### src/hw/rtl/bitmap_page_allocator_macros.svh
// Assertion macros for the bitmap page allocator.
// Expects clk and rst_n in the scope of each use.
`ifndef BITMAP_PAGE_ALLOCATOR_MACROS_SVH
`define BITMAP_PAGE_ALLOCATOR_MACROS_SVH

// Property must hold on every clock edge out of reset.
`define BPA_ASSERT(name, prop, msg) \
    name: assert property (@(posedge clk) disable iff (!rst_n) prop) else $error(msg);

// Expression must never be true on a clock edge out of reset.
`define BPA_NEVER(name, expr, msg) \
    name: assert property (@(posedge clk) disable iff (!rst_n) !(expr)) else $error(msg);

`endif

### src/hw/rtl/bpa_pkg.sv
// Shared types, constants and helpers of the bitmap page allocator.
// No dependencies.
package bpa_pkg;

    localparam int unsigned MAP_BYTES     = 128;
    localparam int unsigned PAGE_CAPACITY = MAP_BYTES * 8;
    localparam int unsigned ADDR_W        = (MAP_BYTES > 1) ? $clog2(MAP_BYTES) : 1;
    localparam int unsigned CNT_W         = $clog2(PAGE_CAPACITY + 1);
    localparam int unsigned INDEX_W       = 10;
    localparam int unsigned FUNC_W        = 2;

    localparam logic [ADDR_W-1:0] LAST_ADDR  = ADDR_W'(MAP_BYTES - 1);
    localparam logic [ADDR_W-1:0] SCAN_START = ADDR_W'((MAP_BYTES > 1) ? 1 : 0);
    localparam logic [CNT_W-1:0]  CAPACITY   = CNT_W'(PAGE_CAPACITY);

    localparam logic [FUNC_W-1:0] FUNC_ALLOC = 2'd0;
    localparam logic [FUNC_W-1:0] FUNC_FREE  = 2'd1;
    localparam logic [FUNC_W-1:0] FUNC_QUERY = 2'd2;

    typedef struct packed {
        logic [FUNC_W-1:0]  func;
        logic [INDEX_W-1:0] page_index;
    } req_t;

    typedef struct packed {
        logic               ok;
        logic [INDEX_W-1:0] result_index;
    } rsp_t;

    typedef enum logic [1:0] {
        ST_IDLE,
        ST_LOOKUP,
        ST_SCAN,
        ST_RESPOND
    } state_t;

    typedef struct packed {
        logic load;
        logic lookup;
        logic scan;
        logic out_load;
    } cmd_t;

    typedef struct packed {
        logic req_alloc;
        logic req_lookup;
        logic full;
        logic hit;
        logic last;
        logic out_free;
    } status_t;

    function automatic logic [2:0] first_zero(input logic [7:0] b);
        logic [2:0] r;
        r = 3'd0;
        for (int k = 7; k >= 0; k--)
        begin
            if (!b[k])
            begin
                r = 3'(k);
            end
        end
        return r;
    endfunction

endpackage

### src/hw/rtl/bpa_ctrl.sv
// Controller state machine of the bitmap page allocator.
// Depends on bpa_pkg.
module bpa_ctrl (
    input  logic              clk,
    input  logic              rst_n,
    input  logic              req_valid,
    output logic              req_stall,
    input  bpa_pkg::status_t  st,
    output bpa_pkg::cmd_t     cmd,
    output bpa_pkg::state_t   state
);

    bpa_pkg::state_t state_reg;
    bpa_pkg::state_t state_next;

    always_ff @(posedge clk or negedge rst_n)
    begin
        if (!rst_n)
        begin
            state_reg <= bpa_pkg::ST_IDLE;
        end
        else
        begin
            state_reg <= state_next;
        end
    end

    always_comb
    begin
        state_next = state_reg;
        unique case (state_reg)
            bpa_pkg::ST_IDLE:
            begin
                if (req_valid)
                begin
                    if (st.req_alloc && !st.full)
                    begin
                        state_next = bpa_pkg::ST_SCAN;
                    end
                    else if (st.req_lookup)
                    begin
                        state_next = bpa_pkg::ST_LOOKUP;
                    end
                    else
                    begin
                        state_next = bpa_pkg::ST_RESPOND;
                    end
                end
            end
            bpa_pkg::ST_LOOKUP:
            begin
                state_next = bpa_pkg::ST_RESPOND;
            end
            bpa_pkg::ST_SCAN:
            begin
                if (st.hit || st.last)
                begin
                    state_next = bpa_pkg::ST_RESPOND;
                end
            end
            bpa_pkg::ST_RESPOND:
            begin
                if (st.out_free)
                begin
                    state_next = bpa_pkg::ST_IDLE;
                end
            end
            default:
            begin
                state_next = bpa_pkg::ST_IDLE;
            end
        endcase
    end

    always_comb
    begin
        cmd       = '0;
        req_stall = 1'b1;
        unique case (state_reg)
            bpa_pkg::ST_IDLE:
            begin
                req_stall = 1'b0;
                cmd.load  = req_valid;
            end
            bpa_pkg::ST_LOOKUP:
            begin
                cmd.lookup = 1'b1;
            end
            bpa_pkg::ST_SCAN:
            begin
                cmd.scan = 1'b1;
            end
            bpa_pkg::ST_RESPOND:
            begin
                cmd.out_load = st.out_free;
            end
            default:
            begin
                req_stall = 1'b1;
            end
        endcase
    end

    assign state = state_reg;

endmodule

### src/hw/rtl/bpa_datapath.sv
// Datapath of the bitmap page allocator: bitmap memory, scan address,
// allocated count and output register. Depends on bpa_pkg and the macro header.
`include "bitmap_page_allocator_macros.svh"

module bpa_datapath (
    input  logic              clk,
    input  logic              rst_n,
    input  bpa_pkg::req_t     req,
    input  bpa_pkg::cmd_t     cmd,
    input  bpa_pkg::state_t   state,
    input  logic              rsp_stall,
    output bpa_pkg::status_t  st,
    output logic              rsp_valid,
    output bpa_pkg::rsp_t     rsp
);

    logic [7:0] bitmap_mem [bpa_pkg::MAP_BYTES];
    logic [bpa_pkg::MAP_BYTES-1:0] entry_valid_reg;

    logic [bpa_pkg::FUNC_W-1:0]  func_reg;
    logic [bpa_pkg::INDEX_W-1:0] page_reg;
    logic [bpa_pkg::ADDR_W-1:0]  issue_addr_reg;
    logic [bpa_pkg::ADDR_W-1:0]  rd_addr_reg;
    logic [7:0]                  rd_byte_reg;
    logic                        rd_live_reg;
    logic [bpa_pkg::CNT_W-1:0]   count_reg;
    logic                        res_ok_reg;
    logic [bpa_pkg::INDEX_W-1:0] res_idx_reg;
    logic                        rsp_valid_reg;
    bpa_pkg::rsp_t               rsp_reg;

    logic [bpa_pkg::ADDR_W-1:0]  rd_sel;
    logic [bpa_pkg::ADDR_W-1:0]  req_byte;
    logic [7:0]                  rd_data;
    logic [2:0]                  zero_bit;
    logic [2:0]                  page_bit;
    logic                        in_range;
    logic                        bit_set;
    logic                        free_ok;
    logic                        alloc_hit;
    logic                        wr_en;
    logic [7:0]                  wr_data;

    assign req_byte  = bpa_pkg::ADDR_W'(req.page_index >> 3);
    assign rd_sel    = cmd.load
                     ? ((req.func == bpa_pkg::FUNC_ALLOC) ? '0 : req_byte)
                     : issue_addr_reg;
    assign rd_data   = rd_live_reg ? rd_byte_reg : 8'h00;
    assign zero_bit  = bpa_pkg::first_zero(rd_data);
    assign page_bit  = page_reg[2:0];
    assign in_range  = 32'(page_reg) < bpa_pkg::PAGE_CAPACITY;
    assign bit_set   = rd_data[page_bit];
    assign free_ok   = (func_reg == bpa_pkg::FUNC_FREE) && in_range && bit_set;
    assign alloc_hit = cmd.scan && st.hit;
    assign wr_en     = alloc_hit || (cmd.lookup && free_ok);
    assign wr_data   = cmd.scan ? (rd_data | (8'h01 << zero_bit))
                                : (rd_data & ~(8'h01 << page_bit));

    assign st.req_alloc  = req.func == bpa_pkg::FUNC_ALLOC;
    assign st.req_lookup = (req.func == bpa_pkg::FUNC_FREE) || (req.func == bpa_pkg::FUNC_QUERY);
    assign st.full       = count_reg >= bpa_pkg::CAPACITY;
    assign st.hit        = rd_data != 8'hFF;
    assign st.last       = rd_addr_reg == bpa_pkg::LAST_ADDR;
    assign st.out_free   = !rsp_valid_reg || !rsp_stall;

    always_ff @(posedge clk)
    begin
        if (wr_en)
        begin
            bitmap_mem[rd_addr_reg] <= wr_data;
        end
        rd_byte_reg <= bitmap_mem[rd_sel];
        rd_live_reg <= entry_valid_reg[rd_sel];
    end

    always_ff @(posedge clk or negedge rst_n)
    begin
        if (!rst_n)
        begin
            entry_valid_reg <= '0;
        end
        else if (wr_en)
        begin
            entry_valid_reg[rd_addr_reg] <= 1'b1;
        end
    end

    always_ff @(posedge clk)
    begin
        if (cmd.load)
        begin
            func_reg       <= req.func;
            page_reg       <= req.page_index;
            rd_addr_reg    <= rd_sel;
            issue_addr_reg <= bpa_pkg::SCAN_START;
            res_ok_reg     <= 1'b0;
            res_idx_reg    <= '0;
        end
        else if (cmd.scan)
        begin
            rd_addr_reg <= issue_addr_reg;
            if (issue_addr_reg != bpa_pkg::LAST_ADDR)
            begin
                issue_addr_reg <= issue_addr_reg + 1'b1;
            end
            if (st.hit)
            begin
                res_ok_reg  <= 1'b1;
                res_idx_reg <= bpa_pkg::INDEX_W'({rd_addr_reg, zero_bit});
            end
        end
        else if (cmd.lookup)
        begin
            res_ok_reg <= free_ok
                       || ((func_reg == bpa_pkg::FUNC_QUERY) && in_range && !bit_set);
        end
        if (cmd.out_load)
        begin
            rsp_reg.ok           <= res_ok_reg;
            rsp_reg.result_index <= res_idx_reg;
        end
    end

    always_ff @(posedge clk or negedge rst_n)
    begin
        if (!rst_n)
        begin
            count_reg     <= '0;
            rsp_valid_reg <= 1'b0;
        end
        else
        begin
            if (alloc_hit)
            begin
                count_reg <= count_reg + 1'b1;
            end
            else if (cmd.lookup && free_ok && (count_reg != '0))
            begin
                count_reg <= count_reg - 1'b1;
            end
            if (cmd.out_load)
            begin
                rsp_valid_reg <= 1'b1;
            end
            else if (!rsp_stall)
            begin
                rsp_valid_reg <= 1'b0;
            end
        end
    end

    assign rsp_valid = rsp_valid_reg;
    assign rsp       = rsp_reg;

    `BPA_NEVER(a_count_bound, count_reg > bpa_pkg::CAPACITY, "allocated count above capacity")
    `BPA_ASSERT(a_alloc_count, alloc_hit |=> count_reg == $past(count_reg) + 1'b1, "allocation did not bump count")
    `BPA_NEVER(a_write_state, wr_en && (state != bpa_pkg::ST_LOOKUP) && (state != bpa_pkg::ST_SCAN), "bitmap written outside lookup or scan")

endmodule

### src/hw/rtl/bitmap_page_allocator.sv
// Bitmap page allocator, first fit: allocate, free and query of page slots.
// Flow of an item: a refused allocate or an unused code goes from idle straight to respond,
// free and query pass through lookup, and an allocate scans bytes from byte 0 until one has a
// free bit or the last byte is read. One item at a time: a new item is taken only in idle, once
// the result is registered; the respond state waits while the output is stalled.
// Reset clears the allocated count and every bitmap entry at once; no clearing pass.
module bitmap_page_allocator (
    input  logic           clk,
    input  logic           rst_n,
    input  logic           req_valid,
    output logic           req_stall,
    input  bpa_pkg::req_t  req,
    output logic           rsp_valid,
    input  logic           rsp_stall,
    output bpa_pkg::rsp_t  rsp
);

    bpa_pkg::cmd_t    cmd;
    bpa_pkg::status_t st;
    bpa_pkg::state_t  state;

    bpa_ctrl u_ctrl (
        .clk       (clk),
        .rst_n     (rst_n),
        .req_valid (req_valid),
        .req_stall (req_stall),
        .st        (st),
        .cmd       (cmd),
        .state     (state)
    );

    bpa_datapath u_datapath (
        .clk       (clk),
        .rst_n     (rst_n),
        .req       (req),
        .cmd       (cmd),
        .state     (state),
        .rsp_stall (rsp_stall),
        .st        (st),
        .rsp_valid (rsp_valid),
        .rsp       (rsp)
    );

endmodule

### config.mk
export PLATFORM = sky130hd
export DESIGN_NAME = bitmap_page_allocator
export DESIGN_NICKNAME = d
export VERILOG_FILES = /design/src/hw/rtl/bpa_pkg.sv /design/src/hw/rtl/bpa_ctrl.sv /design/src/hw/rtl/bpa_datapath.sv /design/src/hw/rtl/bitmap_page_allocator.sv
export VERILOG_INCLUDE_DIRS = /design/src /design/src/hw/rtl
export SDC_FILE = /design/constraint.sdc
export NUM_CORES = 1
export LEC_CHECK = 0
export BUFFER_PORTS_ARGS = -buffer_cell sky130_fd_sc_hd__buf_4
export CAP_MARGIN = 40
export CORE_ASPECT_RATIO = 1.1
export CORE_UTILIZATION = 50
export DETAILED_ROUTE_END_ITERATION = 6
export GPL_TIMING_DRIVEN = 0
export PLACE_DENSITY = 0.65
export SLEW_MARGIN = 20
export SYNTH_ARGS = -nofsm -noshare
export SYNTH_HDL_FRONTEND = slang
export SYNTH_SLANG_ARGS = --single-unit
### constraint.sdc
create_clock -name clk -period 23 [get_ports clk]
set_clock_uncertainty 0.2 [all_clocks]
set_input_delay 2.3 -clock clk [delete_from_list [all_inputs] [get_ports clk]]
set_output_delay 2.3 -clock clk [all_outputs]
set_load 0.02 [all_outputs]
### Word level (Yosys, flattened, before mapping)

Memories as Yosys holds them, arrays and structs flattened. A register that Yosys moved wholly into a read port is not among the register bits.
Cells that the tools add are included.

| word-level totals | value |
|---|---|
| bits in registers | 184 |
| bits in writable memories | 1024 |
| memories | 1 |
| input bits | 16 |
| logic and storage cells | 109 |
| output and inout bits | 13 |

| cells by class | value |
|---|---|
| reductions and logical operators | 26 |
| shift operators | 2 |
| muxes and demuxes | 40 |
| equal/unequal tests | 15 |
| add/subtract/negate cells | 3 |
| magnitude comparators | 5 |
| bitwise gates (word level) | 4 |

Memories:

| name | depth | bits a word | read ports | clocked after Yosys merged registers in | wr ports | line | text |
|---|---|---|---|---|---|---|---|
| u_datapath.bitmap_mem | 128 | 8 | 1 | 1 | 1 | bpa_datapath.sv:17 | `logic [7:0] bitmap_mem [bpa_pkg::MAP_BYTES];` |

Operator list:

| operator | count |
|---|---|
| OR 128 bit | 1 |
| 2-to-1 mux 7 bit | 4 |
| 2-to-1 mux 3 bit | 8 |
| 2-to-1 mux 11 bit | 2 |
| < comparator 7 x 8 -> 1 bit (second input constant) | 2 |
| 2-to-1 mux 8 bit | 2 |
| << shifter 1 x 3 -> 8 bit (first input constant) | 2 |
| 2-to-1 mux 1 bit | 15 |
| adder 11 x 1 -> 11 bit (second input constant) | 1 |
| greater-or-equal comparator 11 bit (second input constant) | 1 |
| nonzero test 11 bit | 1 |
| subtractor 11 x 1 -> 11 bit (second input constant) | 1 |
| 2-to-1 mux 2 bit | 5 |
| AND 8 bit | 1 |
| equality test 2 bit (second input constant) | 4 |
| != test 8 bit (second input constant) | 1 |
| inverter 8 bit | 1 |
| OR 8 bit | 1 |
| one-hot mux 2 bit (4 select lines) | 1 |
| adder 7 x 1 -> 7 bit (second input constant) | 1 |
| binary-select mux 1 bit (select 7 bit) | 1 |
| demux 1 bit (select 7 bit) | 1 |
| equality test 7 bit (second input constant) | 1 |
| greater-or-equal comparator 7 x 1 -> 1 bit (second input constant) | 1 |
| 13 further kinds | 36 |

### Depth between registers and ports, before layout

| logic depth | value |
|---|---|
| depth in word-level cells | 12 |
| depth in mapped cells | 16 |
| mapped depth without buffers | 13 |

### By module

A second synthesis with hierarchy kept.

| unflattened totals | value |
|---|---|
| cells, all modules | 3266 |
| area, all modules | 50639.8 µm² |

Modules (own cells, without submodules):

| module | cells each | area an instance (µm²) | seq. area each (µm²) | times used |
|---|---|---|---|---|
| bpa_datapath | 3244 | 50414.6 | 35484.0 | 1 |
| bpa_ctrl | 22 | 225.2 | 50.0 | 1 |

### Worst setup path before layout

No wires, ideal clock.

| timing path | value |
|---|---|
| path kind | register to register |
| from | register u_datapath.rd_live_reg |
| to | memory u_datapath.bitmap_mem[0][6] (data pin) |
| required time | 21603 ps |
| stages on the path, launching flop included | 7 |
| period minus slack after synthesis | 7847 ps |
| path buffers | 1 |
| library setup time | 1197 ps |
| arrival time | 6450 ps |
| setup slack | 15153 ps |
| cells stage by stage | dfxtp_1 > clkbuf_1 > and3_1 > nor2b_1 > nand3_1 > or2_2 > o21ai_0 |

| on the way | value |
|---|---|
| cells in the longest elaborated chain, start to end | 12 |
| elaborated cells on any way between the ends | 13 |
| those cells by class | shift: 1; mux: 10; bitwise: 2 |

Ends and longest elaborated chain:

| item | line | text |
|---|---|---|
| start: declaration | bpa_datapath.sv:25 | `logic rd_live_reg;` |
| start signal: assignment | bpa_datapath.sv:73 | `rd_live_reg <= entry_valid_reg[rd_sel];` |
| 2-to-1 mux 8 bit * | bpa_datapath.sv:48 | `assign rd_data = rd_live_reg ? rd_byte_reg : 8'h00;` |
| 2-to-1 mux 3 bit (8 in a row) | bpa_pkg.sv:58 | `if (!b[k])` |
| << shifter 1 x 3 -> 8 bit | bpa_datapath.sv:56 | `assign wr_data = cmd.scan ? (rd_data \| (8'h01 << zero_bit))` |
| OR 8 bit | bpa_datapath.sv:56 |  |
| 2-to-1 mux 8 bit * | bpa_datapath.sv:56 |  |
| net u_datapath.wr_data[6] | bpa_datapath.sv:42 | `logic [7:0] wr_data;` |
| end: declaration | bpa_datapath.sv:17 |  |

The timed path passes the listed nets; every way through them passes the cells marked *.

### Worst setup path after layout

| timing path | value |
|---|---|
| from | input port req[10] in the netlist's numbering |
| to | register u_datapath.rd_byte_reg[5] (read register of u_datapath.bitmap_mem) |

| on the way | value |
|---|---|
| cells in the longest elaborated chain, start to end | 3 |

Ends and longest elaborated chain:

| item | line | text |
|---|---|---|
| start: declaration | bitmap_page_allocator.sv:12 | `input bpa_pkg::req_t req,` |
| zero test 2 bit | bpa_datapath.sv:46 | `? ((req.func == bpa_pkg::FUNC_ALLOC) ? '0 : req_byte)` |
| 2-to-1 mux 7 bit (2 in a row) | bpa_datapath.sv:46 |  |
| end: declaration | bpa_datapath.sv:24 | `logic [7:0] rd_byte_reg;` |

No other way between the ends.
A chain may end at the register's enable or synchronous reset.

==> flow_metrics.env <==
export IMPL_outcome="complete, no violations"
export IMPL_cp_data_required_time_ns=23.37
export IMPL_cp_max_fo=10
export IMPL_slew_viol_final=0
export IMPL_synth_nets=3284
export IMPL_synthTopCellsByArea="edfxtp_1, dfrtp_1, mux4_2"
export IMPL_clockBufferDepth=3
export IMPL_crit_type="primary input to flip-flop"
export IMPL_antenna_found_initial=6
export IMPL_netlist_instances=3250
export IMPL_synth_warnings=0
export IMPL_grt_pass1_vias=30593
export IMPL_post_route_period_util_pct=27.80
export IMPL_hpwl_mm=113.9
export IMPL_final_cell_count_no_fill=4910
export IMPL_worst_slew_pin_slew_ns=1.068
export IMPL_synth_main_ff_cell="edfxtp_1"
export IMPL_gp_congestion=1.039
export IMPL_ir_drop_uv=81.52
export IMPL_synth_edf_count=1047
export IMPL_die_width_um=299.8
export IMPL_die_area_mm2=0.09880
export IMPL_cts_hold_buf=0
export IMPL_synthArstFlopShare_pct=11.68
export IMPL_clock_fmax_ghz=0.1564
export IMPL_min_path_type="flip-flop to flip-flop"
export IMPL_cts_root_buf="clkbuf_16"
export IMPL_routedWlPerCell_um=32.03
export IMPL_multi_input_area_mm2=0.01228
export IMPL_track_usage_pct=31.96
export IMPL_ys_seq_elements=1216
export IMPL_synth_largest_area_cell="edfxtp_1"
export IMPL_dp_cells=4654
export IMPL_ant_nets=0
export IMPL_fillers=7316
export IMPL_worst_path_largest_cell_delay_ns=0.79
export IMPL_largest_reg_flops=1024
export IMPL_postCtsSetupBuffers=0
export IMPL_cp_top_family="simple AND/OR/NAND/NOR gates"
export IMPL_endpoint_kind="flip-flop"
export IMPL_drc=0
export IMPL_drv_cap=0
export IMPL_yosysSeqAreaShare_pct=72.85
export IMPL_synthDistinctLibCells=74
export IMPL_cts_sinks=1216
export IMPL_fin_crit_ns=6.394
export IMPL_finalHoldViolCount=0
export IMPL_crit_slowest_cell="nor4_1"
export IMPL_htreeDepth=3
export IMPL_clk_latency_ns=0.72
export IMPL_path_clk_slew_ns=0.06
export IMPL_nets=3572
export IMPL_yosysMostFrequentCell="edfxtp_1"
export IMPL_drt_first_iter_violations=4374
export IMPL_syn_area_mm2=0.04877
export IMPL_arrival_ns=6.76
export IMPL_grt_ovfl_total=0
export IMPL_drt_total_wl_mm=157.3
export IMPL_cp_common_cell="buf_2"
export IMPL_first_pass_iters=6
export IMPL_max_slew_margin_pct=28.77
export IMPL_start_kind="primary input"
export IMPL_port_buffers=28
export IMPL_grt_pass1_wl_mm=220.9
export IMPL_critPathBufInv=6
export IMPL_yosysTopAreaCellShare_pct=64.46
export IMPL_pre_cts_ws_ns=16.07
export IMPL_rows=119
export IMPL_setup_viol=0
export IMPL_synth_avg_cell_area_um2=15.01
export IMPL_cts_tree="built"
export IMPL_viasPerCell=6.434
export IMPL_core_mm2=0.09618
export IMPL_synthTopCellsByCount="edfxtp_1, nand2_1, nor2_1"
export IMPL_route_vias_total=31590
export IMPL_start_util_pct=50.71
export IMPL_rsz0062_at_grt="false"
export IMPL_power_density_mw_per_mm2=135.7
export IMPL_post_cts_resized=0
export IMPL_worst_slack_ns=16.61
export IMPL_drive_above_1_share_pct=16.77
export IMPL_grt_max_degree=82
export IMPL_seq_area_mm2=0.03553
export IMPL_die_h_um=329.6
export IMPL_numCtsBuffers=118
export IMPL_p_leak_uw=0.01980
export IMPL_crit_chain="buf_4 -> inv_1 -> ha_1 -> nand4b_1 -> and2_1 -> buf_2 -> clkinv_1 -> buf_2 -> nand4_2 -> clkbuf_1 -> a21oi_1 -> nor4_1 -> nand4_1 -> and4_1"
export IMPL_io_pin_count=29
export IMPL_fin_tns_setup_ns=0
export IMPL_syn2layout_area_growth_pct=15.63
[worst register-to-register path, delay by kind of cell, from the launching register on]
kind | cells | cell delay, ns
simple gates | 5 | 2.13
compound gates | 2 | 0.81
fa+ha+maj | 1 | 0.23
buf+inv | 5 | 1.24
flops | 1 | 0.41
[power by group]
group	total (µW)	switching, µW	internal, µW	leakage, µW
clock network	1960	839	1120	0.00188
registers	2790	85.5	2700	0.0118
logic	2910	1990	920	0.00615
total	7660	2910	4740	0.0198
[area by class of cell]
type                       instances  share of cell area, %
sequential                      1216                  63.00
buffer                           207                  1.744
inverter                          24                 0.1597
timing repair buffer             168                  3.603
multi-input combinational       1803                  21.78
clock buffer                     142                  5.524
clock inverter                    77                  1.353
tap                             1270                  2.817
antenna                            3                0.01331
[through the flow]
step	power [µW]	hold WS (ns)	util, %	area (µm²)
floorplan	4335	0.2081	-	48770
global placement	5508	0.2142	52.58	50570
detailed placement	5639	0.2190	54.31	52240
CTS	7566	0.2312	58.35	56120
global route	7834	0.2420	58.63	56390
finish	7655	0.2296	58.64	56400
[cells by family (layout without fill, tap and decap cells)]
kind of cell             count (synthesis)  in the layout  synth area share, %
flip-flops                            1216           1216                72.85
other                                    0              3                    0
AND/OR/NAND/NOR                       1068           1068                9.728
buffers and inverters                  231            618                2.193
AO/OA/AOI/OAI                          549            549                7.945
adder cells (fa/ha/maj)                 18             18               0.4771
multiplexers                           155            155                6.570
XOR/XNOR                                13             13               0.2334
[per-layer routing]
| metal | vias to the layer above | wire (µm) | global-route usage (%) |
|---|---|---|---|
| met5 | - | 52 | 0.04762 |
| li1 | 13049 | - | - |
| met3 | 430 | 17580 | 8.172 |
| met2 | 1980 | 72590 | 50.01 |
| met1 | 16125 | 58120 | 41.53 |
| met4 | 6 | 8915 | 16.37 |
[final timing paths]
kind                                                start                         endpoint  slack [ns]  cells past startpoint
max in group asynchronous                           rst_n   u_datapath.entry_valid_reg[64]       20.41                      2
worst max register to register            u_ctrl.state[0]        u_datapath.rd_byte_reg[5]       17.86                     13
min in group asynchronous                           rst_n  u_datapath.entry_valid_reg[126]        1.33                      1
worst min-delay path            u_datapath.res_idx_reg[3]                u_datapath.rsp[3]        0.23                      0
worst max-delay path                              req[10]        u_datapath.rd_byte_reg[5]       16.61                     14
worst min register to register  u_datapath.res_idx_reg[3]                u_datapath.rsp[3]        0.23                      0
[cell usage in the layout (no fill, tap or decap), types with 10 or more instances in the layout]
master and count:
a211oi_1 32, nand3_1 69, dfxtp_1 27, buf_4 106, and2_1 10, a22oi_1 44
a21oi_1 102, mux2i_1 22, clkbuf_1 115, ha_1 17, buf_6 49, nor4_1 20
a311oi_1 45, buf_8 11, mux4_2 132, nor2b_1 13, nand2_1 575, o21ai_0 38
nor2_1 201, inv_1 18, o21bai_1 112, buf_2 69, clkbuf_16 120, clkinv_2 17
clkinv_1 33, o221ai_1 19, and3_1 96, dfrtp_1 142, a31oi_1 56, buf_1 13
edfxtp_1 1047, a21o_1 13, nand4_1 34, a22o_1 18, bufinv_16 14, buf_16 23
Note: power is estimated with default switching activity, not from simulation.
